==> config.mk <==
export PLATFORM = sky130hd
export DESIGN_NAME = serial_mp3_module_controller
export DESIGN_NICKNAME = d
export VERILOG_FILES = /design/src/design/smc_pkg.sv /design/src/design/serial_mp3_module_controller.sv /design/src/design/smc_front.sv /design/src/design/smc_queue.sv /design/src/design/smc_back.sv
export SDC_FILE = /design/constraint.sdc
export NUM_CORES = 1
export LEC_CHECK = 0
export ABC_CLOCK_PERIOD_IN_PS = 5800
export BUFFER_PORTS_ARGS = -buffer_cell sky130_fd_sc_hd__clkbuf_2
export CAP_MARGIN = 20
export CORE_ASPECT_RATIO = 2
export CORE_MARGIN = 10
export CORE_UTILIZATION = 45
export CTS_BUF_LIST = sky130_fd_sc_hd__clkbuf_2 sky130_fd_sc_hd__clkbuf_4 sky130_fd_sc_hd__clkbuf_8
export DETAILED_ROUTE_END_ITERATION = 10
export GPL_ROUTABILITY_DRIVEN = 1
export PLACE_DENSITY = 0.61
export SETUP_SLACK_MARGIN = 0.1
export SLEW_MARGIN = 20
export SYNTH_ARGS = -nofsm -noshare
export SYNTH_HDL_FRONTEND = slang
export SYNTH_SLANG_ARGS = --single-unit
==> constraint.sdc <==
create_clock -name clk_i -period 5.8 [get_ports clk_i]
set_clock_uncertainty 0.1 [all_clocks]
set_input_delay 0.29 -clock clk_i [delete_from_list [all_inputs] [get_ports clk_i]]
set_output_delay 0.29 -clock clk_i [all_outputs]
set_load 0.01 [all_outputs]
==> src/design/smc_pkg.sv <==
// Types, codes and constants shared by the serial MP3 controller modules.
`default_nettype none

package smc_pkg;

  localparam int TickCountWidthDef = 32;
  localparam int QueueDepth        = 2;

  localparam logic [7:0] FrameStart   = 8'h7E;
  localparam logic [7:0] FrameVersion = 8'hFF;
  localparam logic [7:0] FrameLength  = 8'h06;
  localparam logic [7:0] FrameEnd     = 8'hEF;

  localparam logic [7:0] CmdPlayFolder = 8'h0F;
  localparam logic [7:0] CmdStop       = 8'h16;
  localparam logic [7:0] CmdPause      = 8'h0E;
  localparam logic [7:0] CmdResume     = 8'h0D;
  localparam logic [7:0] CmdVolume     = 8'h06;
  localparam logic [7:0] CmdFeedback   = 8'h41;
  localparam logic [7:0] RptFinished   = 8'h3D;
  localparam logic [7:0] RptError      = 8'h40;

  localparam logic [7:0]  MaxVolume     = 8'd30;
  localparam logic [7:0]  MinIndex      = 8'd1;
  localparam logic [7:0]  MaxIndex      = 8'd99;
  localparam logic [15:0] MarginResetMs = 16'd300;

  localparam logic [3:0] RxFirstPos  = 4'd0;
  localparam logic [3:0] RxCmdPos    = 4'd3;
  localparam logic [3:0] RxParHiPos  = 4'd5;
  localparam logic [3:0] RxParLoPos  = 4'd6;
  localparam logic [3:0] RxLastPos   = 4'd9;

  // Byte positions within a transmitted command frame
  localparam logic [3:0] TxStartPos  = 4'd0;
  localparam logic [3:0] TxVerPos    = 4'd1;
  localparam logic [3:0] TxLenPos    = 4'd2;
  localparam logic [3:0] TxCmdPos    = 4'd3;
  localparam logic [3:0] TxAckPos    = 4'd4;
  localparam logic [3:0] TxParHiPos  = 4'd5;
  localparam logic [3:0] TxParLoPos  = 4'd6;
  localparam logic [3:0] TxSumHiPos  = 4'd7;
  localparam logic [3:0] TxSumLoPos  = 4'd8;
  localparam logic [3:0] TxEndPos    = 4'd9;

  // Register select, taken from paddr[2]
  localparam logic RegExpected = 1'b0;
  localparam logic RegMargin   = 1'b1;

  typedef enum logic [2:0] {
    ReqPlay     = 3'd0,
    ReqStop     = 3'd1,
    ReqPause    = 3'd2,
    ReqResume   = 3'd3,
    ReqVolume   = 3'd4,
    ReqFeedback = 3'd5,
    ReqRxByte   = 3'd6,
    ReqTick     = 3'd7
  } req_e;

  typedef enum logic [2:0] {
    RespNone     = 3'd0,
    RespAck      = 3'd1,
    RespFinished = 3'd2,
    RespError    = 3'd3,
    RespDropped  = 3'd4
  } resp_kind_e;

  typedef struct packed {
    req_e       req_type;
    logic [7:0] folder_number;
    logic [7:0] track_number;
    logic [7:0] volume_level;
    logic [7:0] rx_byte;
  } in_word_t;

  typedef struct packed {
    logic        tx_valid;
    logic [7:0]  tx_byte;
    logic        last_of_run;
    logic        play_rejected;
    resp_kind_e  resp_kind;
    logic [7:0]  resp_cmd;
    logic [15:0] resp_param;
    logic        playing;
  } out_word_t;

  // Work handed from the front to the back: a command frame or a single result word
  typedef struct packed {
    logic        is_frame;
    logic        play_rejected;
    resp_kind_e  kind;
    logic [7:0]  cmd;
    logic [15:0] param;
    logic        ack;
    logic        playing;
  } job_t;

endpackage

`default_nettype wire

==> src/design/serial_mp3_module_controller.sv <==
// Top level of the serial MP3 module controller: config registers, front, queue, back.
`default_nettype none
//
//  Channel   Direction  Handshake                 Word
//  --------  ---------  ------------------------  ---------------------------------
//  request   in         push / full               in_word_i  (smc_pkg::in_word_t)
//  result    out        empty / pop               out_word_o (smc_pkg::out_word_t)
//  config    in         APB psel/penable/pwrite   expected_ms @0x0, margin_ms @0x4
//
//  A command request gives ten result words, one per cycle while pop is held;
//  any other request gives one word. The frame sender in the back end sets this
//  figure: it steps one frame byte per cycle out of a two-entry job queue.
//  A request is taken in the cycle it arrives unless the job queue is full, so
//  requests keep flowing while the back end is still sending earlier frames.
//  Reset is asynchronous and active low; it clears the playing flag, the tick
//  counter, the receive hunt position, the queue and the output valid flag.
//  A stalled result (empty low, pop low) holds the output register steady.

module serial_mp3_module_controller import smc_pkg::*; #(
  parameter int TickCountWidth = TickCountWidthDef
) (
  input  wire logic        clk_i,
  input  wire logic        rst_ni,
  // request side
  input  wire logic        push,
  output logic             full,
  input  wire in_word_t    in_word_i,
  // result side
  output logic             empty,
  input  wire logic        pop,
  output out_word_t        out_word_o,
  // configuration port
  input  wire logic        psel,
  input  wire logic        penable,
  input  wire logic        pwrite,
  input  wire logic [2:0]  paddr,
  input  wire logic [31:0] pwdata,
  output logic [31:0]      prdata,
  output logic             pready
);

  logic [31:0] expected_ms_q;
  logic [15:0] margin_ms_q;
  logic        cfg_wr;
  logic        accept;
  job_t        front_job, back_job;
  logic        job_avail, job_empty, job_pop;

  // Configuration registers: word select on paddr[2], low address bits ignored
  assign pready = 1'b1;
  assign cfg_wr = psel && penable && pwrite && pready;
  assign prdata = (paddr[2] == RegMargin) ? {16'd0, margin_ms_q} : expected_ms_q;

  always_ff @(posedge clk_i or negedge rst_ni) begin
    if (!rst_ni) begin
      expected_ms_q <= 32'd0;
      margin_ms_q   <= MarginResetMs;
    end else if (cfg_wr) begin
      if (paddr[2] == RegExpected) begin
        expected_ms_q <= pwdata;
      end else begin
        margin_ms_q <= pwdata[15:0];
      end
    end
  end

  // Take a request whenever the job queue has room
  assign accept = push && !full;

  smc_front #(
    .TickCountWidth(TickCountWidth)
  ) u_front (
    .clk_i        (clk_i),
    .rst_ni       (rst_ni),
    .accept_i     (accept),
    .in_word_i    (in_word_i),
    .expected_ms_i(expected_ms_q),
    .margin_ms_i  (margin_ms_q),
    .job_o        (front_job)
  );

  smc_queue u_queue (
    .clk_i    (clk_i),
    .rst_ni   (rst_ni),
    .wr_i     (accept),
    .wr_data_i(front_job),
    .full_o   (full),
    .rd_i     (job_pop),
    .rd_data_o(back_job),
    .empty_o  (job_empty)
  );

  assign job_avail = !job_empty;

  // Expand jobs into words; drop a job from the queue on its last word
  smc_back u_back (
    .clk_i      (clk_i),
    .rst_ni     (rst_ni),
    .job_i      (back_job),
    .job_avail_i(job_avail),
    .job_pop_o  (job_pop),
    .pop_i      (pop),
    .empty_o    (empty),
    .word_o     (out_word_o)
  );

endmodule

`default_nettype wire

==> src/design/smc_front.sv <==
// Front end: accepts request words, updates player state and queues jobs.
`default_nettype none

module smc_front import smc_pkg::*; #(
  parameter int TickCountWidth = TickCountWidthDef
) (
  input  wire logic        clk_i,
  input  wire logic        rst_ni,
  input  wire logic        accept_i,
  input  wire in_word_t    in_word_i,
  input  wire logic [31:0] expected_ms_i,
  input  wire logic [15:0] margin_ms_i,
  output job_t             job_o
);

  localparam int CmpW = (TickCountWidth > 33) ? TickCountWidth : 33;

  logic                      playing_q, playing_d;
  logic [TickCountWidth-1:0] elapsed_q, elapsed_d, elapsed_inc;
  logic [3:0]                rx_pos_q, rx_pos_d;
  logic [7:0]                rx_cmd_q, rx_ph_q, rx_pl_q;
  logic [32:0]               limit;
  logic                      timed_out;
  logic [7:0]                vol;
  logic                      play_ok;

  assign elapsed_inc = elapsed_q + 1'b1;
  assign limit       = {1'b0, expected_ms_i} + {17'd0, margin_ms_i};
  assign timed_out   = (expected_ms_i != 32'd0) &&
                       (CmpW'(elapsed_inc) > CmpW'(limit));
  assign vol         = (in_word_i.volume_level > MaxVolume) ? MaxVolume
                                                            : in_word_i.volume_level;
  assign play_ok     = (in_word_i.folder_number inside {[MinIndex:MaxIndex]}) &&
                       (in_word_i.track_number inside {[MinIndex:MaxIndex]});

  always_comb begin
    playing_d = playing_q;
    elapsed_d = elapsed_q;
    rx_pos_d  = rx_pos_q;
    job_o     = '0;
    job_o.is_frame = 1'b1;
    job_o.ack      = 1'b1;
    job_o.kind     = RespNone;
    case (in_word_i.req_type)
      ReqPlay: begin
        if (play_ok) begin
          playing_d   = 1'b1;
          elapsed_d   = '0;
          job_o.cmd   = CmdPlayFolder;
          job_o.param = {in_word_i.folder_number, in_word_i.track_number};
        end else begin
          job_o.is_frame      = 1'b0;
          job_o.play_rejected = 1'b1;
        end
      end
      ReqStop: begin
        playing_d = 1'b0;
        job_o.cmd = CmdStop;
      end
      ReqPause: begin
        playing_d = 1'b0;
        job_o.cmd = CmdPause;
      end
      ReqResume: begin
        playing_d = 1'b1;
        job_o.cmd = CmdResume;
      end
      ReqVolume: begin
        job_o.cmd   = CmdVolume;
        job_o.param = {8'd0, vol};
      end
      ReqFeedback: begin
        job_o.cmd   = CmdFeedback;
        job_o.param = 16'd1;
        job_o.ack   = 1'b0;
      end
      ReqRxByte: begin
        job_o.is_frame = 1'b0;
        if (rx_pos_q == RxFirstPos && in_word_i.rx_byte != FrameStart) begin
          rx_pos_d = RxFirstPos;
        end else if (rx_pos_q != RxLastPos) begin
          rx_pos_d = rx_pos_q + 4'd1;
        end else begin
          rx_pos_d = RxFirstPos;
          if (in_word_i.rx_byte != FrameEnd) begin
            job_o.kind = RespDropped;
          end else begin
            job_o.cmd   = rx_cmd_q;
            job_o.param = {rx_ph_q, rx_pl_q};
            if (rx_cmd_q == RptFinished) begin
              job_o.kind = RespFinished;
              playing_d  = 1'b0;
            end else if (rx_cmd_q == RptError) begin
              job_o.kind = RespError;
              playing_d  = 1'b0;
            end else begin
              job_o.kind = RespAck;
            end
          end
        end
      end
      ReqTick: begin
        job_o.is_frame = 1'b0;
        elapsed_d      = elapsed_inc;
        if (playing_q && timed_out) begin
          playing_d = 1'b0;
        end
      end
      default: begin
        job_o.is_frame = 1'b0;
      end
    endcase
    job_o.playing = playing_d;
  end

  always_ff @(posedge clk_i or negedge rst_ni) begin
    if (!rst_ni) begin
      playing_q <= 1'b0;
      elapsed_q <= '0;
      rx_pos_q  <= RxFirstPos;
    end else if (accept_i) begin
      playing_q <= playing_d;
      elapsed_q <= elapsed_d;
      rx_pos_q  <= rx_pos_d;
    end
  end

  // Captured frame bytes; only read once a whole frame has been gathered
  always_ff @(posedge clk_i) begin
    if (accept_i && in_word_i.req_type == ReqRxByte) begin
      if (rx_pos_q == RxCmdPos) begin
        rx_cmd_q <= in_word_i.rx_byte;
      end
      if (rx_pos_q == RxParHiPos) begin
        rx_ph_q <= in_word_i.rx_byte;
      end
      if (rx_pos_q == RxParLoPos) begin
        rx_pl_q <= in_word_i.rx_byte;
      end
    end
  end

endmodule

`default_nettype wire

==> src/design/smc_queue.sv <==
// Short job queue between the front end and the frame sender.
`default_nettype none

module smc_queue import smc_pkg::*; (
  input  wire logic clk_i,
  input  wire logic rst_ni,
  input  wire logic wr_i,
  input  wire job_t wr_data_i,
  output logic      full_o,
  input  wire logic rd_i,
  output job_t      rd_data_o,
  output logic      empty_o
);

  localparam int PtrW = (QueueDepth > 1) ? $clog2(QueueDepth) : 1;
  localparam int CntW = $clog2(QueueDepth + 1);

  job_t            mem_q [QueueDepth];
  logic [PtrW-1:0] wr_ptr_q, rd_ptr_q;
  logic [CntW-1:0] count_q;
  logic            do_wr, do_rd;

  assign full_o    = (count_q == CntW'(QueueDepth));
  assign empty_o   = (count_q == '0);
  assign do_wr     = wr_i && !full_o;
  assign do_rd     = rd_i && !empty_o;
  assign rd_data_o = mem_q[rd_ptr_q];

  always_ff @(posedge clk_i or negedge rst_ni) begin
    if (!rst_ni) begin
      wr_ptr_q <= '0;
      rd_ptr_q <= '0;
      count_q  <= '0;
    end else begin
      if (do_wr) begin
        wr_ptr_q <= (wr_ptr_q == PtrW'(QueueDepth - 1)) ? '0 : wr_ptr_q + 1'b1;
      end
      if (do_rd) begin
        rd_ptr_q <= (rd_ptr_q == PtrW'(QueueDepth - 1)) ? '0 : rd_ptr_q + 1'b1;
      end
      if (do_wr && !do_rd) begin
        count_q <= count_q + 1'b1;
      end else if (do_rd && !do_wr) begin
        count_q <= count_q - 1'b1;
      end
    end
  end

  always_ff @(posedge clk_i) begin
    if (do_wr) begin
      mem_q[wr_ptr_q] <= wr_data_i;
    end
  end

endmodule

`default_nettype wire

==> src/design/smc_back.sv <==
// Back end: expands queued jobs into result words and holds the output register.
`default_nettype none

module smc_back import smc_pkg::*; (
  input  wire logic clk_i,
  input  wire logic rst_ni,
  input  wire job_t job_i,
  input  wire logic job_avail_i,
  output logic      job_pop_o,
  input  wire logic pop_i,
  output logic      empty_o,
  output out_word_t word_o
);

  logic [3:0]  idx_q;
  logic        out_valid_q;
  out_word_t   out_q, word_d;
  logic        advance, load, last;
  logic [15:0] sum, csum;
  logic [7:0]  tx_byte;

  assign sum  = 16'(FrameVersion) + 16'(FrameLength) + 16'(job_i.cmd) +
                16'(job_i.ack) + 16'(job_i.param[15:8]) + 16'(job_i.param[7:0]);
  assign csum = 16'd0 - sum;

  always_comb begin
    case (idx_q)
      TxStartPos: tx_byte = FrameStart;
      TxVerPos:   tx_byte = FrameVersion;
      TxLenPos:   tx_byte = FrameLength;
      TxCmdPos:   tx_byte = job_i.cmd;
      TxAckPos:   tx_byte = {7'd0, job_i.ack};
      TxParHiPos: tx_byte = job_i.param[15:8];
      TxParLoPos: tx_byte = job_i.param[7:0];
      TxSumHiPos: tx_byte = csum[15:8];
      TxSumLoPos: tx_byte = csum[7:0];
      TxEndPos:   tx_byte = FrameEnd;
      default:    tx_byte = FrameEnd;
    endcase
  end

  always_comb begin
    word_d = '0;
    word_d.playing = job_i.playing;
    if (job_i.is_frame) begin
      word_d.tx_valid    = 1'b1;
      word_d.tx_byte     = tx_byte;
      word_d.last_of_run = (idx_q == TxEndPos);
      word_d.resp_kind   = RespNone;
    end else begin
      word_d.last_of_run   = 1'b1;
      word_d.play_rejected = job_i.play_rejected;
      word_d.resp_kind     = job_i.kind;
      word_d.resp_cmd      = job_i.cmd;
      word_d.resp_param    = job_i.param;
    end
  end

  assign advance   = !out_valid_q || pop_i;
  assign load      = advance && job_avail_i;
  assign last      = word_d.last_of_run;
  assign job_pop_o = load && last;
  assign empty_o   = !out_valid_q;
  assign word_o    = out_q;

  always_ff @(posedge clk_i or negedge rst_ni) begin
    if (!rst_ni) begin
      idx_q       <= TxStartPos;
      out_valid_q <= 1'b0;
    end else if (advance) begin
      out_valid_q <= job_avail_i;
      if (load) begin
        idx_q <= last ? TxStartPos : idx_q + 4'd1;
      end
    end
  end

  always_ff @(posedge clk_i) begin
    if (load) begin
      out_q <= word_d;
    end
  end

endmodule

`default_nettype wire

[Word level (Yosys, flattened, before mapping)]
Memories as Yosys holds them, arrays and structs flattened.
Index checks and enable logic that the tools add are counted.
Operators by class
  reductions and logical operators: 39
  mux-type cells: 38
  $add $sub $neg: 13
  equality and inequality tests: 26
  $lt $le $gt $ge: 6
  bitwise operators: 1
Operators with widths (number)
  $pmux 8 s9: 1
  $mux 32: 2
  $pmux 16 s4: 1
  $pmux 32 s2: 1
  $pmux 8 s7: 1
  $mux 27: 2
  $add 32x16->33: 1
  $gt 32x33->1: 1
  $add 16x8->16: 2
  $add 32x1->32 const B: 1
  $reduce_bool 32->1: 1
  $eq 4x3->1 const B: 6
  $mux 24: 1
  $mux 20: 1
  $add 16x1->16: 1
  $ge 8x1->1 const B: 2
  $le 8x7->1 const B: 2
  $logic_and 1x1->1: 16
  $sub 1x16->16 const A: 1
  $mux 1: 14
  $reduce_and 2->1: 7
  $eq 3x3->1 const B: 4
  $eq 4x2->1 const B: 3
  $mux 4: 3
  other kinds (32): 48
Word-level totals
  output and inout bits: 74
  register bits after elaboration: 157
  input port bits: 77
  memories: 1
  word-level logic and storage cells: 145
  memory bits (writable): 62
Memories
  u_queue.mem_q: words 2, bits a word 31, rd ports 1, clocked after Yosys merged registers in 0, write ports 1, line smc_queue.sv:18  | job_t mem_q [QueueDepth];

[Logic depth before layout (Yosys ltp)]
Gate-level depths: netlist of the first run.
  word-level depth: 8
  depth in mapped cells: 19
  mapped depth without buffers: 17

[Cells and area by module]
A second synthesis of the first run with hierarchy kept.
Unflattened totals
  cell total of the unflattened synthesis: 1174
  area total of the unflattened synthesis: 13241.4 µm²
By module, submodules not included
  smc_front: instances 1, cells each 613, area an instance 5317.6 µm²
  smc_back: instances 1, cells each 303, area an instance 3060.4 µm²
  smc_queue: instances 1, cells each 116, area an instance 2587.5 µm²
  serial_mp3_module_controller: instances 1, cells each 142, area an instance 2275.9 µm²

[Worst setup path before layout of the first run]
No wires, ideal clock.
  path type: register to register
  start: register u_queue.rd_ptr_q
  end: register u_back.out_q (netlist bit u_back.word_o[32]), data pin
  required time: 5571 ps
  arrival: 4541 ps
  stages on the path, launching flop included: 19
  path buffers: 3
  path slack: 1030 ps
  cell sequence: dfrtp_1 -> clkbuf_1 -> buf_2 -> buf_2 -> mux2i_1 -> inv_1 -> ha_1 -> inv_1 -> fa_1 -> fa_1 -> ha_1 -> fa_1 -> a21o_1 -> a21oi_1 -> nor2_1 -> o31a_1 -> o22a_1 -> nor4b_1 -> a211o_1
RTL lines
  from (decl): line smc_queue.sv:19  | logic [PtrW-1:0] wr_ptr_q, rd_ptr_q;
  from (signal assigned): line smc_queue.sv:39  | rd_ptr_q <= (rd_ptr_q == PtrW'(QueueDepth - 1)) ? '0 : rd_ptr_q + 1'b1;
  to (signal assigned): line smc_back.sv:80  | out_q <= word_d;
  to (decl): line smc_back.sv:17  | out_word_t out_q, word_d;

==> results of run 1 <==
[per-layer routing]
layer  GRT usage  wire length [um]
met1       0.149             10100
met2       0.373             19400
met3      0.0365              1420
met4       0.104              1790
met5           0                33
[worst register-to-register path, delay by kind of cell, from the launching register on]
kind	cells	cell delay [ns]
buffers and inverters	1	0.23
DFF	1	0.45
adders and majority gates	2	0.63
AOI/OAI and AO/OA	8	2.47
and+or+nand+nor	5	0.67
xor gates and xnor gates	1	0.18
[kinds of logic after synthesis]
family,after synthesis,share of synthesized area
AND/OR/NAND/NOR,356,0.147
flip-flops,219,0.487
AO/OA/AOI/OAI,206,0.107
multiplexers,95,0.0823
adder cells (fa/ha/maj),90,0.0957
buffers and inverters,88,0.0272
XOR/XNOR,76,0.0536
other,1,0.000299
[state kept, by name, summed over array words and instances (netlist names)]
name and flops:
u_front.rx_pl_q 8, margin_ms_q 16, u_queue.count_q 2, u_back.idx_q 4
u_back.word_o 39, u_queue.mem_q 62, u_queue.rd_ptr_q 1, u_queue.wr_ptr_q 1
u_front.rx_ph_q 8, u_front.elapsed_q 32, u_front.rx_cmd_q 8, u_back.out_valid_q 1
u_front.rx_pos_q 4, expected_ms_q 32, u_front.playing_q 1
[what timing repair did]
| action | 4_1_cts | 5_1_grt |
|---|---|---|
| hold buffers | 55 | 0 |
| buffers inserted | 0 | 0 |
| hold endpoints to repair | 142 | 0 |
[synthesized netlist by cell type (all sizes together) (10+ instances only)]
| cell type | n |
|---|---|
| and3 | 21 |
| nor3 | 24 |
| and2 | 10 |
| nor2b | 30 |
| nand3 | 43 |
| xnor2 | 45 |
| fa | 10 |
| nand2b | 10 |
| xor2 | 31 |
| ha | 80 |
| nor2 | 74 |
| nand4 | 13 |
| dfrtp | 90 |
| a21oi | 45 |
| nand2 | 90 |
| o21ai | 64 |
| clkbuf | 30 |
| edfxtp | 125 |
| a211oi | 10 |
| mux2i | 29 |
| inv | 50 |
| mux2 | 66 |
| nor4 | 18 |
| a22o | 28 |
[cell type report]
cell class,instances,area [sq um]
timing repair buffer,227,1470
antenna,4,10.0
clock buffer,45,594
sequential,219,6110
tap,352,440
clock inverter,16,170
inverter,50,188
multi-input combinational,824,6110
fill,2548,12400
[how the worst min path moves through the flow]
| stage | slack, ns | endpoint |
|---|---|---|
| 5_1_grt | 0.06 | u_queue.mem_q[1][5] |
| 2_1_floorplan | -0.11 | expected_ms_q[0] |
| 6_report | 0.05 | u_queue.mem_q[1][5] |
| 3_5_place_dp | 0.23 | expected_ms_q[24] |
| 4_1_cts | 0.02 | u_queue.mem_q[0][3] |
| 3_3_place_gp | 0.23 | expected_ms_q[24] |
[through the flow]
step	hold WS (ns)	setup slack (ns)	instances	instance area (sq um)	total power [mW]
2_1_floorplan	-0.106	1.03	1131	12600	4.94
3_3_place_gp	0.232	0.972	1616	13800	6.01
3_5_place_dp	0.230	0.907	1616	13800	6.09
4_1_cts	0.0176	0.828	1732	15100	7.60
5_1_grt	0.0598	0.499	1735	15100	8.11
6_report	0.0537	0.797	1737	15100	7.51
[report_power, final]
part | internal, mW | switching (mW) | leakage, nW | total, mW
Clock | 0.813 | 0.635 | 0.396 | 1.45
Combinational | 1.58 | 2.14 | 3.78 | 3.72
Sequential | 2.10 | 0.233 | 2.38 | 2.34
Total | 4.50 | 3.01 | 6.55 | 7.51
==> results.md, run 1 <==
- The flow ran to the end, and the final reports show no timing, DRC or antenna violations.
- After the last flow step, the layout net total stands at 1523.
- The kind of cell adding the most delay to the critical path is compound AO/OA/AOI/OAI gates.
- The worst setup path is launched from a register.
- The maximum level of the CTS H-tree is 2.
- The library cells used most frequently in the layout, excluding fill and tap cells, are sky130_fd_sc_hd__clkbuf_2 (147), sky130_fd_sc_hd__edfxtp_1 (125), sky130_fd_sc_hd__dfrtp_1 (90), sky130_fd_sc_hd__nand2_1 (89), sky130_fd_sc_hd__ha_1 (80).
- The number of gates resized after CTS was 0.
- The post-synthesis instance area is 12600 sq um.
- The total leakage power is 6.55 nW.
- The number of pins exceeding their max-slew limit in the final report came to 0.
- The count of yosys warnings during synthesis is 0.
- The critical path runs through a total of 17 cells.
- Setup violations remaining at the end of the flow were counted as 0.
- The post-layout utilization of the core is 0.548.
- For this run, the total global-route usage over all layers was measured as 0.181.
- Dividing the detail-routed via count by the number of cells gives 5.47.
- Synthesis produced 1131 cells.
- The via count is 9499.
- The routed design could run at a clock period as short as 5.00 ns.
- The share of the Yosys chip area taken by registers is 0.487.
- The site row count is 86.
- TritonCTS built the clock tree.
- The half-perimeter wire length after placement is 25500 um.
- The most used flip-flop cell after synthesis is sky130_fd_sc_hd__edfxtp_1.
- Global routing finished with a remaining overflow of 0.
- Walking the worst path, the cells encountered are ha_1, a211oi_1, o21bai_1, o41ai_2, a21oi_1, a311oi_2, buf_4, nor2_1, xnor2_1, ha_1, and4_1, nand3_1, nor3_1, a221oi_1, nand3_1, a211oi_1, a21oi_1.
- Measured in cells, the most critical reg-to-reg path has a length of 17.
- Synthesis inferred 219 register bits.
- The required time at the endpoint of the critical path is 5.98 ns.
- The endpoint identified for the worst register-to-register timing path is u_queue.mem_q[1][0].
- The tree is rooted in a sky130_fd_sc_hd__clkbuf_8.
- The final layout contains routed wiring with a total length of 32700 um.
- The die outline height is 256 um.
- The total clock buffers created by CTS is 34.
- The fraction of registers with async set/reset is 0.429.
- The area share of the largest cell type after synthesis is 0.299.
- At the pin with the least slew margin, the transition time is 1.03 ns.
- The worst slew margin relative to its limit is 0.310.
- In this run the worst hold path is classified as in -> reg.
- The average instance area after synthesis is 11.1 sq um.
- The critical path capture point type is a register.
- The highest achievable clock rate is 0.200 GHz.
- The post-synth net total is 1298.
- The worst path buffer plus inverter count is 1.
- The power per unit of standard cell area is 497 nW/um^2.
- The first global-routing pass estimated 52000 um of wire.
- The clock net in this run drives a total of 219 sinks.
- The worst hold path begins at in_word_i[19].
- The accumulated negative setup slack is 0 ns.
- The most frequent standard cell in the layout excluding fill and tap cells is sky130_fd_sc_hd__clkbuf_2.
- Along the worst hold path, the cell count comes to 3.
- The number of enable flip-flop cells after synthesis is 125.
- The count of routing violations after the opening detailed-route iteration is 376.
- The biggest area contributor in the post-synthesis netlist is sky130_fd_sc_hd__edfxtp_1.
- The timing startpoint of the critical path is expected_ms_q[1].
- The post-detailed-route wirelength per cell is 18.8 um.
- The final worst-path cycle share is 0.863.
- The hold violation count in the final report came to 0.
- Setup slack on the worst reg-to-reg path comes out at 0.80 ns.
- The arrival time at the worst endpoint is 5.18 ns.
- The insertion delay of the later-clocked pin in the worst-skew pair is 0.56 ns.
- During placement, the flow inserted port buffers numbering 147.
- The boundary pin count is 151.
- The tool flagged a number of max-cap violations equal to 0.
- The reg-to-reg startpoint is expected_ms_q[1].
- The core region is 27500 sq um.
- The largest net degree at the start of global routing is 49.
- The number of routed nets with antenna violations is 0.
- The total iterations of the first detailed-routing run is 4.
- The maximum number of buffers from clock root to sink is 3.
- The initial antenna violation count is 4.
- Yosys attributes the largest share of cell area to sky130_fd_sc_hd__edfxtp_1 (30%), sky130_fd_sc_hd__dfrtp_1 (18%), sky130_fd_sc_hd__ha_1 (8.0%), sky130_fd_sc_hd__mux2_2 (5.9%), sky130_fd_sc_hd__xnor2_1 (3.1%).
- The number of distinct library cells after synthesis is 75.
- The die covers 35400 sq um.
- The initial cell density of the core is 0.456.
- The maximum ir drop on the vdd rail is 0.416 mV.
- For this run, design rule violations remaining after detail routing come to 0.
- The largest driver fanout on the critical path is 5.
- The master of the slowest instance on the critical path is sky130_fd_sc_hd__a311oi_2.
- In this design, the stage delay of the slowest critical-path cell is 0.53 ns.
- In the final layout, the share of cells above drive strength 1 is 0.238.
- The width of the die is 138 um.
- Setup repair after global routing left no endpoint under its margin.
- The area overhead of the layout relative to synthesis is 20.3%.
- The number of global-route vias before repair is 10.0k.
- The setup path with the least slack is of type reg -> reg.
- Routability-driven placement finished with a final weighted congestion of 0.937.
- The capture point of the worst path is u_queue.mem_q[1][0].
- The clock input transition at the sequential cells of the worst setup and hold paths is 0.07 ns.
No activity file was read; power rests on OpenSTA's default activity.
==> inputs of run 2 (changes only) <==
--- a/config.mk
+++ b/config.mk
@@ -5,6 +5,7 @@
 export SDC_FILE = /design/constraint.sdc
 export NUM_CORES = 1
 export LEC_CHECK = 0
+export ABC_AREA = 1
 export ABC_CLOCK_PERIOD_IN_PS = 5800
 export BUFFER_PORTS_ARGS = -buffer_cell sky130_fd_sc_hd__clkbuf_2
 export CAP_MARGIN = 20
@@ -15,8 +16,10 @@
 export DETAILED_ROUTE_END_ITERATION = 10
 export GPL_ROUTABILITY_DRIVEN = 1
 export PLACE_DENSITY = 0.61
+export REMOVE_ABC_BUFFERS = 1
 export SETUP_SLACK_MARGIN = 0.1
 export SLEW_MARGIN = 20
 export SYNTH_ARGS = -nofsm -noshare
 export SYNTH_HDL_FRONTEND = slang
+export SYNTH_HIERARCHICAL = 1
 export SYNTH_SLANG_ARGS = --single-unit
==> run 2 against run 1 <==
  * Register-to-register slack improved by 0.80 ns
  * Global-route usage up 1.9 points
  * Worst hold slack improved by 0.0064 ns
  * Synthesized area up 8.2%
  * Die area increased by 7.2%
  * Sequential cell count is the same
  * Sequential power increased by 5%
  * Critical endpoint is now u_back/word_o[33]
==> results.md, run 2 <==
- The accumulated negative setup slack is 0 ns (unchanged).
- The summed area of non-filler cells in the final layout is 16000 sq um (+5.8%).
- The weighted congestion at the end of routability-driven global placement came to 0.960 (+2.5%).
- The count of cells resized by post-cts repair came to 0 (unchanged).
- The max capacitance violation total is 0 (unchanged).
- The number of global-route vias before repair is 12.2k (+22%).
- The sequential cell area fraction in the yosys report came to 0.450 (-0.0368).
- TritonCTS built the clock tree.
- The net count reported at finish came to 2027 (+33%).
- The post-detailed-route wirelength per cell is 16.8 um (-11%).
- The area share of the largest cell type after synthesis is 0.276 (-0.0226).
- The fraction of layout instances using a drive strength above 1 is 0.164 (-0.0745).
- The first-pass GRT wire length is 60000 um (+15%).
- The worst setup path is launched from a register.
- Sorting the synthesized cells by area gives the leading types as sky130_fd_sc_hd__edfxtp_1 (28%), sky130_fd_sc_hd__dfrtp_1 (17%), sky130_fd_sc_hd__nand2_1 (13%), sky130_fd_sc_hd__ha_1 (6.6%), sky130_fd_sc_hd__inv_1 (6.6%).
- The library cell used most frequently in the layout, excluding fill and tap cells, is sky130_fd_sc_hd__nand2_1.
- The met3 wire length is 1440 um (+1.6%).
- The number of DRC violations after detailed routing is 0 (unchanged).
- The cell count of the worst hold path is 3 (unchanged).
- The library cell with the highest instance count after synthesis is sky130_fd_sc_hd__nand2_1.
- The prevailing post-synth register cell is sky130_fd_sc_hd__edfxtp_1.
- The run finished with clean final reports.
- The number of distinct library cells after synthesis is 55 (-27%).
- The required time at the endpoint of the critical path is 5.98 ns (about the same).
- The cell count after placement is 2148 (+33%).
- The total global-route track usage was 0.200 (+0.0190).
- The standard cell area after detailed placement is 14700 sq um (+6.7%).
- The clock group share of total power is 0.167 (-0.026).
- The arrival time at the worst endpoint is 4.39 ns (-0.79 ns).
- The post-route minimum period is 4.21 ns (-0.796 ns).
- The post-synthesis instance area is 13600 sq um (+8.2%).
- The startpoint identified for the worst register-to-register timing path is u_queue/rd_ptr_q.
- The worst reg2reg path depth was 19 (+2).
- The largest total area in the synthesized netlist belongs to sky130_fd_sc_hd__edfxtp_1.
- The count of routing violations after the opening detailed-route iteration came to 465 (+24%).
- The count of buffers inserted at the top-level ports was 147 (unchanged).
- The final setup violation count is 0 (unchanged).
- The number of routed nets with antenna violations came to 0 (unchanged).
- The initial antenna violation count is 0 (-4).
- The worst slew margin relative to its limit was 0.320 (+0.00921).
- The width of the die is 143 um (+3.4%).
- The number of pins exceeding their max-slew limit in the final report is 0 (unchanged).
- The critical path capture point type is a register.
- The half-perimeter wire length after placement came to 30100 um (+18%).
- The total leakage power is 7.79 nW (+19%).
- The final worst-path cycle share is 0.725 (-0.137).
- The clock sink total is 219 (unchanged).
- The switching share of power is 0.474 (+0.0730).
- The floorplan core area was 29600 sq um (+7.5%).
- The largest net degree at the start of global routing came to 51 (+4.1%).
- The insertion delay of the later-clocked pin in the worst-skew pair was 0.56 ns (about the same).
- The clock input transition at the sequential cells of the worst setup and hold paths was 0.07 ns (about the same).
- Ranked by flip-flop count, first place goes to u_queue/mem_q.
- The root buffer cell chosen for the clock tree is sky130_fd_sc_hd__clkbuf_8.
- The power per unit of standard cell area is 573 nW/um^2 (+15%).
- The actual slew at the worst max-slew pin came to 1.02 ns (-0.0151 ns).
- The die outline height is 266 um (+3.7%).
- The vias per cell was 5.19 (-5.0%).
- The maximum ir drop on the vdd rail is 0.337 mV (-19%).
- The number of setup buffers added after CTS is 0 (unchanged).
- The wire length on met2 is 22100 um (+14%).
- The proportion of power drawn by combinational gates is 0.564 (+0.068).
- The final instance count without filler cells is 2258 (+30%).
- The total clock buffers created by CTS was 34 (unchanged).
- The maximum level of the CTS H-tree is 2 (unchanged).
- The net switching power is 4.34 mW (+44%).
- The highest achievable clock rate is 0.238 GHz (+19%).
- The cell count after synthesis is 1662 (+47%).
- The number of enable flip-flop cells after synthesis is 125 (unchanged).
- The largest driver fanout on the critical path is 32 (+27).
- The area overhead of the layout relative to synthesis is 17.7%.
- In this run the worst setup path begins at u_queue/rd_ptr_q.
- The layout filler cell count came to 2849 (+12%).
- The initial cell density of the core is 0.458 (+0.00269).
- The flip-flop count of the largest register, all copies and words added is 62 (unchanged).
- The total iterations of the first detailed-routing run was 5 (+1).
- The average instance area after synthesis came to 8.17 sq um (-26%).
- The internal power component is 4.82 mW (+7.1%).
- The count of yosys warnings during synthesis came to 6 (+6).
- The hold violation count in the final report is 0 (unchanged).
- The sequential group share of total power is 0.269 (-0.042).
- The global route total overflow is 0 (unchanged).
- The met1 wire length came to 11900 um (+18%).
- The die area is 37900 sq um (+7.2%).
- The boundary pin count was 151 (unchanged).
- The fraction of registers with async set/reset is 0.429 (unchanged).
- The top metal layer carrying routed signals is met4.
- The number of register bits inferred by synthesis was 219 (unchanged).
- In the layout the commonest cells are sky130_fd_sc_hd__nand2_1 (464), sky130_fd_sc_hd__inv_1 (237), sky130_fd_sc_hd__clkbuf_2 (146), sky130_fd_sc_hd__nor2_1 (126), sky130_fd_sc_hd__edfxtp_1 (125).
- The startpoint identified for the worst hold timing path is in_word_i[30].
- The worst setup path category is reg -> reg.
- The overall routed net length is 38000 um (+16%).
- The via count came to 11.7k (+23%).
- Counting instances in the post-synthesis netlist gives the leading cell types as sky130_fd_sc_hd__nand2_1 (464), sky130_fd_sc_hd__inv_1 (237), sky130_fd_sc_hd__nor2_1 (128), sky130_fd_sc_hd__edfxtp_1 (125), sky130_fd_sc_hd__nand3_1 (114).
- The maximum number of buffers from clock root to sink is 3 (unchanged).
- The min-delay analysis places its worst path in the category in -> reg.
- Setup repair after global routing left no endpoint under its margin.
- The site row count is 89 (+3.5%).
-- run 2: critical path: stages (launching register included) --
cell and delay, ns:
sky130_fd_sc_hd__dfrtp_1 0.39, sky130_fd_sc_hd__inv_2 0.44, sky130_fd_sc_hd__nand2_1 0.10, sky130_fd_sc_hd__nand2_1 0.08
sky130_fd_sc_hd__inv_1 0.15, sky130_fd_sc_hd__fa_1 0.54, sky130_fd_sc_hd__inv_1 0.04, sky130_fd_sc_hd__ha_1 0.28
sky130_fd_sc_hd__ha_1 0.25, sky130_fd_sc_hd__fa_1 0.44, sky130_fd_sc_hd__inv_1 0.10, sky130_fd_sc_hd__nand3_1 0.12
sky130_fd_sc_hd__nor2_2 0.16, sky130_fd_sc_hd__nand2_2 0.10, sky130_fd_sc_hd__nor2_4 0.10, sky130_fd_sc_hd__nand3_2 0.10
sky130_fd_sc_hd__nor2_2 0.15, sky130_fd_sc_hd__nand2_1 0.07, sky130_fd_sc_hd__nand2_1 0.11, sky130_fd_sc_hd__a21oi_1 0.10
-- run 2: stage by stage --
stage               hold WS, ns  power, mW  utilization  setup WS (ns)
finish                   0.0601       9.16        0.539           1.59
CTS                      0.0258       9.22        0.539           1.58
global route             0.0542       10.0        0.539           1.29
detailed placement        0.238       7.63        0.496           1.59
floorplan                -0.106       6.21            -           1.82
global placement          0.237       7.53        0.496           1.64
-- run 2: cell families (layout without fill, tap and decap cells) --
group,after synthesis,in the layout,synth area share
xor gates and xnor gates,46,46,0.0297
DFF,219,219,0.450
buffers and inverters,294,525,0.0850
and+or+nand+nor,849,849,0.278
adders and majority gates,82,82,0.0811
other,1,2,0.000276
AOI/OAI and AO/OA,171,171,0.0759
-- run 2: power groups by stage --
stage	Clock, mW	Sequential (mW)	Combinational (mW)
after floorplan	0	2.53	3.68
after CTS	1.57	2.46	5.19
after detailed placement	0	2.49	5.14
after global routing	1.63	2.52	5.85
final	1.53	2.46	5.16
after global placement	0	2.48	5.05
-- run 2: what timing repair did --
action | 4_1_cts | 5_1_grt
hold buffers | 48 | 0
endpoints found under the setup margin | 0 | 0
hold endpoints to repair | 129 | 0
-- run 2: layer usage --
layer,up-vias,GRT usage
met2,311,0.414
li1,5872,-
met3,114,0.0291
met5,-,0
met1,5429,0.164
met4,0,0.127
-- run 2: cell type report --
| cell class | count | area [sq um] | share of cell area |
|---|---|---|---|
| Antenna cell | 1 | 2.50 | 0.000157 |
| Clock buffer | 51 | 646 | 0.0404 |
| Clock inverter | 10 | 160 | 0.0100 |
| Inverter | 256 | 961 | 0.0601 |
| Multi-Input combinational cell | 1149 | 6330 | 0.396 |
| Sequential cell | 219 | 6110 | 0.382 |
| Tap cell | 364 | 455 | 0.0285 |
| Timing Repair Buffer | 208 | 1320 | 0.0824 |
-- run 2: worst paths after layout --
path,to,slack (ns)
setup / recovery,u_back/word_o[33],1.59
hold / removal,u_queue/mem_q[0][16],0.06
setup reg to reg,u_back/word_o[33],1.59
hold reg to reg,margin_ms_q[2],0.38
max in group asynchronous,u_front/rx_pos_q[2],4.34
min in group asynchronous,expected_ms_q[24],0.20
==> inputs of run 3 (changes only) <==
--- a/config.mk
+++ b/config.mk
@@ -6,7 +6,7 @@
 export NUM_CORES = 1
 export LEC_CHECK = 0
 export ABC_AREA = 1
-export ABC_CLOCK_PERIOD_IN_PS = 5800
+export ABC_CLOCK_PERIOD_IN_PS = 4100
 export BUFFER_PORTS_ARGS = -buffer_cell sky130_fd_sc_hd__clkbuf_2
 export CAP_MARGIN = 20
 export CORE_ASPECT_RATIO = 2
==> constraint.sdc (replaced) <==
create_clock -name clk_i -period 4.1 [get_ports clk_i]
set_clock_uncertainty 0.1 [all_clocks]
set_input_delay 0.205 -clock clk_i [delete_from_list [all_inputs] [get_ports clk_i]]
set_output_delay 0.205 -clock clk_i [all_outputs]
set_load 0.01 [all_outputs]
==> run 3 against run 2 <==
  * Via count grew 1.7%
  * Maximum frequency grew 11%
  * Die area is the same
  * Non-clock buffer count is 41 higher
  * Critical path depth fell by 2
  * Largest cell class unchanged
  * Largest power group unchanged
==> results.md, run 3 (synthesis gave the netlist of run 2 again) <==
- The boundary pin count is 151 (unchanged).
- The total chip power is 12.9 mW (+41%).
- The largest net degree at the start of global routing came to 59 (+16%).
- The maximum ir drop on the vdd rail came to 0.522 mV (+55%).
- Setup repair after global routing left no endpoint under its margin.
- The total clock buffers created by CTS was 31 (-8.8%).
- TritonCTS built the clock tree.
- The actual slew at the worst max-slew pin was 1.04 ns (+0.0178 ns).
- The accumulated negative setup slack is 0 ns (unchanged).
- The hold violation count in the final report is 0 (unchanged).
- The layout filler cell count is 2798 (-1.8%).
- The arrival time at the worst endpoint is 4.13 ns (-0.26 ns).
- The weighted congestion at the end of routability-driven global placement is 0.910 (-5.2%).
- The maximum level of the CTS H-tree is 1 (-1).
- The clock sink total is 219 (unchanged).
- The post-detailed-route wirelength per cell is 17.2 um (+2.0%).
- The post-route minimum period is 3.80 ns (-0.408 ns).
- The slowest stage of the critical path belongs to the cell sky130_fd_sc_hd__dfrtp_1.
- The number of global-route vias before repair is 12.4k (+1.5%).
- Among the stages of the critical path, the cell type that occurs most often is sky130_fd_sc_hd__nand2_1.
- Traced cell by cell, the critical path runs through ha_1, nand2_1, nor4_1, nand2_1, nand2_2, nand2_1, nor4_2, xor2_1, inv_1, ha_1, nand2_1, or4_1, nor2_1, a21oi_1, nand2_1, nand2_1, a21boi_1.
- The max capacitance violation total came to 0 (unchanged).
- The worst slew margin relative to its limit is 0.308 (-0.0119).
- The largest driver fanout on the critical path is 7 (-78%).
- In the layout the commonest cells are sky130_fd_sc_hd__nand2_1 (457), sky130_fd_sc_hd__inv_1 (237), sky130_fd_sc_hd__clkbuf_2 (146), sky130_fd_sc_hd__nor2_1 (125), sky130_fd_sc_hd__edfxtp_1 (125).
- The proportion of power drawn by combinational gates is 0.592 (+0.028).
- The post-layout utilization of the core is 0.551 (+0.0114).
- The worst setup path category is reg -> reg.
- The final setup violation count came to 0 (unchanged).
- The timing startpoint of the critical path is expected_ms_q[10].
- The power per unit of standard cell area came to 792 nW/um^2 (+38%).
- The number of pins exceeding their max-slew limit in the final report is 0 (unchanged).
- The fraction of layout instances using a drive strength above 1 is 0.186 (+0.0224).
- The flip-flop count of the largest register, all copies and words added is 62 (unchanged).
- The register with the most flip-flops in the final layout is u_queue/mem_q.
- The clock root buffer is sky130_fd_sc_hd__clkbuf_8.
- The switching share of power is 0.479 (+0.00500).
- In this run the most critical hold path is launched from in_word_i[32].
- The maximum number of buffers from clock root to sink came to 3 (unchanged).
- The clock group share of total power came to 0.137 (-0.030).
- The required time at the endpoint of the critical path is 4.43 ns (-1.55 ns).
- The die outline height came to 266 um (unchanged).
- The global route total overflow came to 0 (unchanged).
- The worst min-delay path class is in -> reg.
- The nature of the critical path startpoint is a register.
- The biggest cell delay along the critical path came to 0.43 ns (-0.11 ns).
- The total global-route track usage is 0.205 (+0.00437).
- The net switching power was 6.18 mW (+43%).
- The net count reported at finish is 2065 (+1.9%).
- The width of the die is 143 um (unchanged).
- The number of routed nets with antenna violations was 0 (unchanged).
- The floorplan core area is 29600 sq um (unchanged).
- The highest achievable clock rate was 0.263 GHz (+11%).
- The flow ran to the end, and the final reports show no timing, DRC or antenna violations.
- The critical path capture point type is a register.
- The most frequent standard cell in the layout excluding fill and tap cells is sky130_fd_sc_hd__nand2_1.
- The count of routing violations after the opening detailed-route iteration came to 468 (+0.65%).
- The total iterations of the first detailed-routing run was 5 (unchanged).
- The reg-to-reg startpoint is expected_ms_q[10].
- The summed area of non-filler cells in the final layout is 16300 sq um (+2.1%).
- The initial antenna violation count was 1 (+1).
- The internal power component came to 6.74 mW (+40%).
- The site row count was 89 (unchanged).
- The initial cell density of the core came to 0.458 (unchanged).
- The half-perimeter wire length after placement came to 31100 um (+3.2%).
- The standard cell area after detailed placement is 14800 sq um (+1.0%).
- The insertion delay of the later-clocked pin in the worst-skew pair is 0.59 ns (+0.03 ns).
- The first-pass GRT wire length came to 61300 um (+2.1%).
- The overall routed net length is 39400 um (+3.6%).
- The count of buffers inserted at the top-level ports is 147 (unchanged).
- The clock input transition at the sequential cells of the worst setup and hold paths is 0.07 ns (about the same).
- The vias per cell is 5.20 (+0.15%).
- The die area is 37900 sq um (unchanged).
- From synthesis to final layout, the design area changed by 20.2%.
- The final worst-path cycle share is 0.926 (+0.201).
- The total leakage power came to 7.91 nW (+1.5%).
- The number of DRC violations after detailed routing is 0 (unchanged).
- The sequential group share of total power is 0.270 (about the same).
- The via count came to 11.9k (+1.7%).
==> run 3: cell count changes in the layout (fill, tap and decap cells not counted), sizes merged <==
| cell | previous run | this run |
|---|---|---|
| buf | 14 | 40 |
| bufinv | 4 | 1 |
| clkbuf | 197 | 196 |
| clkinv | 4 | 5 |
| dlygate4sd3 | 48 | 62 |
| inv | 258 | 256 |
==> run 3: layout make-up <==
type	count	area [sq um]	area share
multi-input combinational	1149	6460	0.396
tap	364	455	0.0279
timing repair buffer	249	1690	0.104
clock inverter	6	51.3	0.00314
inverter	256	966	0.0592
sequential	219	6110	0.375
clock buffer	49	581	0.0356
antenna	1	2.50	0.000153
==> run 3: worst max-delay path: cells and delay by family (launching register included) <==
family                     cells  cell delay, ns
and+or+nand+nor               11            1.92
adders and majority gates      2            0.70
DFF                            1            0.43
AOI/OAI and AO/OA              2            0.24
xor gates and xnor gates       1            0.19
buffers and inverters          1            0.06
==> run 3: final timing paths <==
check	endpoint	slack (ns)	depth (start not counted)
setup / recovery	u_queue/mem_q[1][0]	0.30	17
hold / removal	u_queue/mem_q[0][1]	0.03	2
setup reg to reg	u_queue/mem_q[1][0]	0.30	17
hold reg to reg	margin_ms_q[5]	0.38	2
max in group asynchronous	u_front/elapsed_q[0]	2.76	3
min in group asynchronous	u_front/elapsed_q[26]	0.11	2
==> run 3: power by group through the flow <==
| stage | Clock, mW | Combinational (mW) | Sequential, mW |
|---|---|---|---|
| after floorplan | 0 | 5.20 | 3.58 |
| final | 1.78 | 7.65 | 3.49 |
| after global routing | 1.92 | 8.61 | 3.58 |
| after CTS | 1.84 | 7.45 | 3.49 |
| after detailed placement | 0 | 7.37 | 3.52 |
| after global placement | 0 | 7.21 | 3.51 |
==> run 3: stage by stage <==
stage | hold slack (ns) | worst slack [ns] | cells
floorplan | -0.191 | 0.124 | 1624
global placement | 0.218 | 0.270 | 2166
detailed placement | 0.209 | 0.224 | 2166
CTS | 0.00262 | 0.221 | 2283
global route | 0.0220 | 0.0830 | 2293
finish | 0.0326 | 0.301 | 2293
==> run 3: per-layer routing <==
metal | up-vias | share of wire | global-route usage
met5 | - | 0 | 0
met4 | 0 | 0.070 | 0.139
met3 | 126 | 0.032 | 0.0221
met2 | 300 | 0.59 | 0.427
met1 | 5549 | 0.31 | 0.166
li1 | 5951 | - | -
==> run 3: what timing repair did <==
action | in CTS | in global routing
hold buffers | 62 | 0
buffers inserted | 0 | 8
hold endpoints to repair | 155 | 0
gates resized for setup | 0 | 37
setup endpoints to repair | 0 | 11
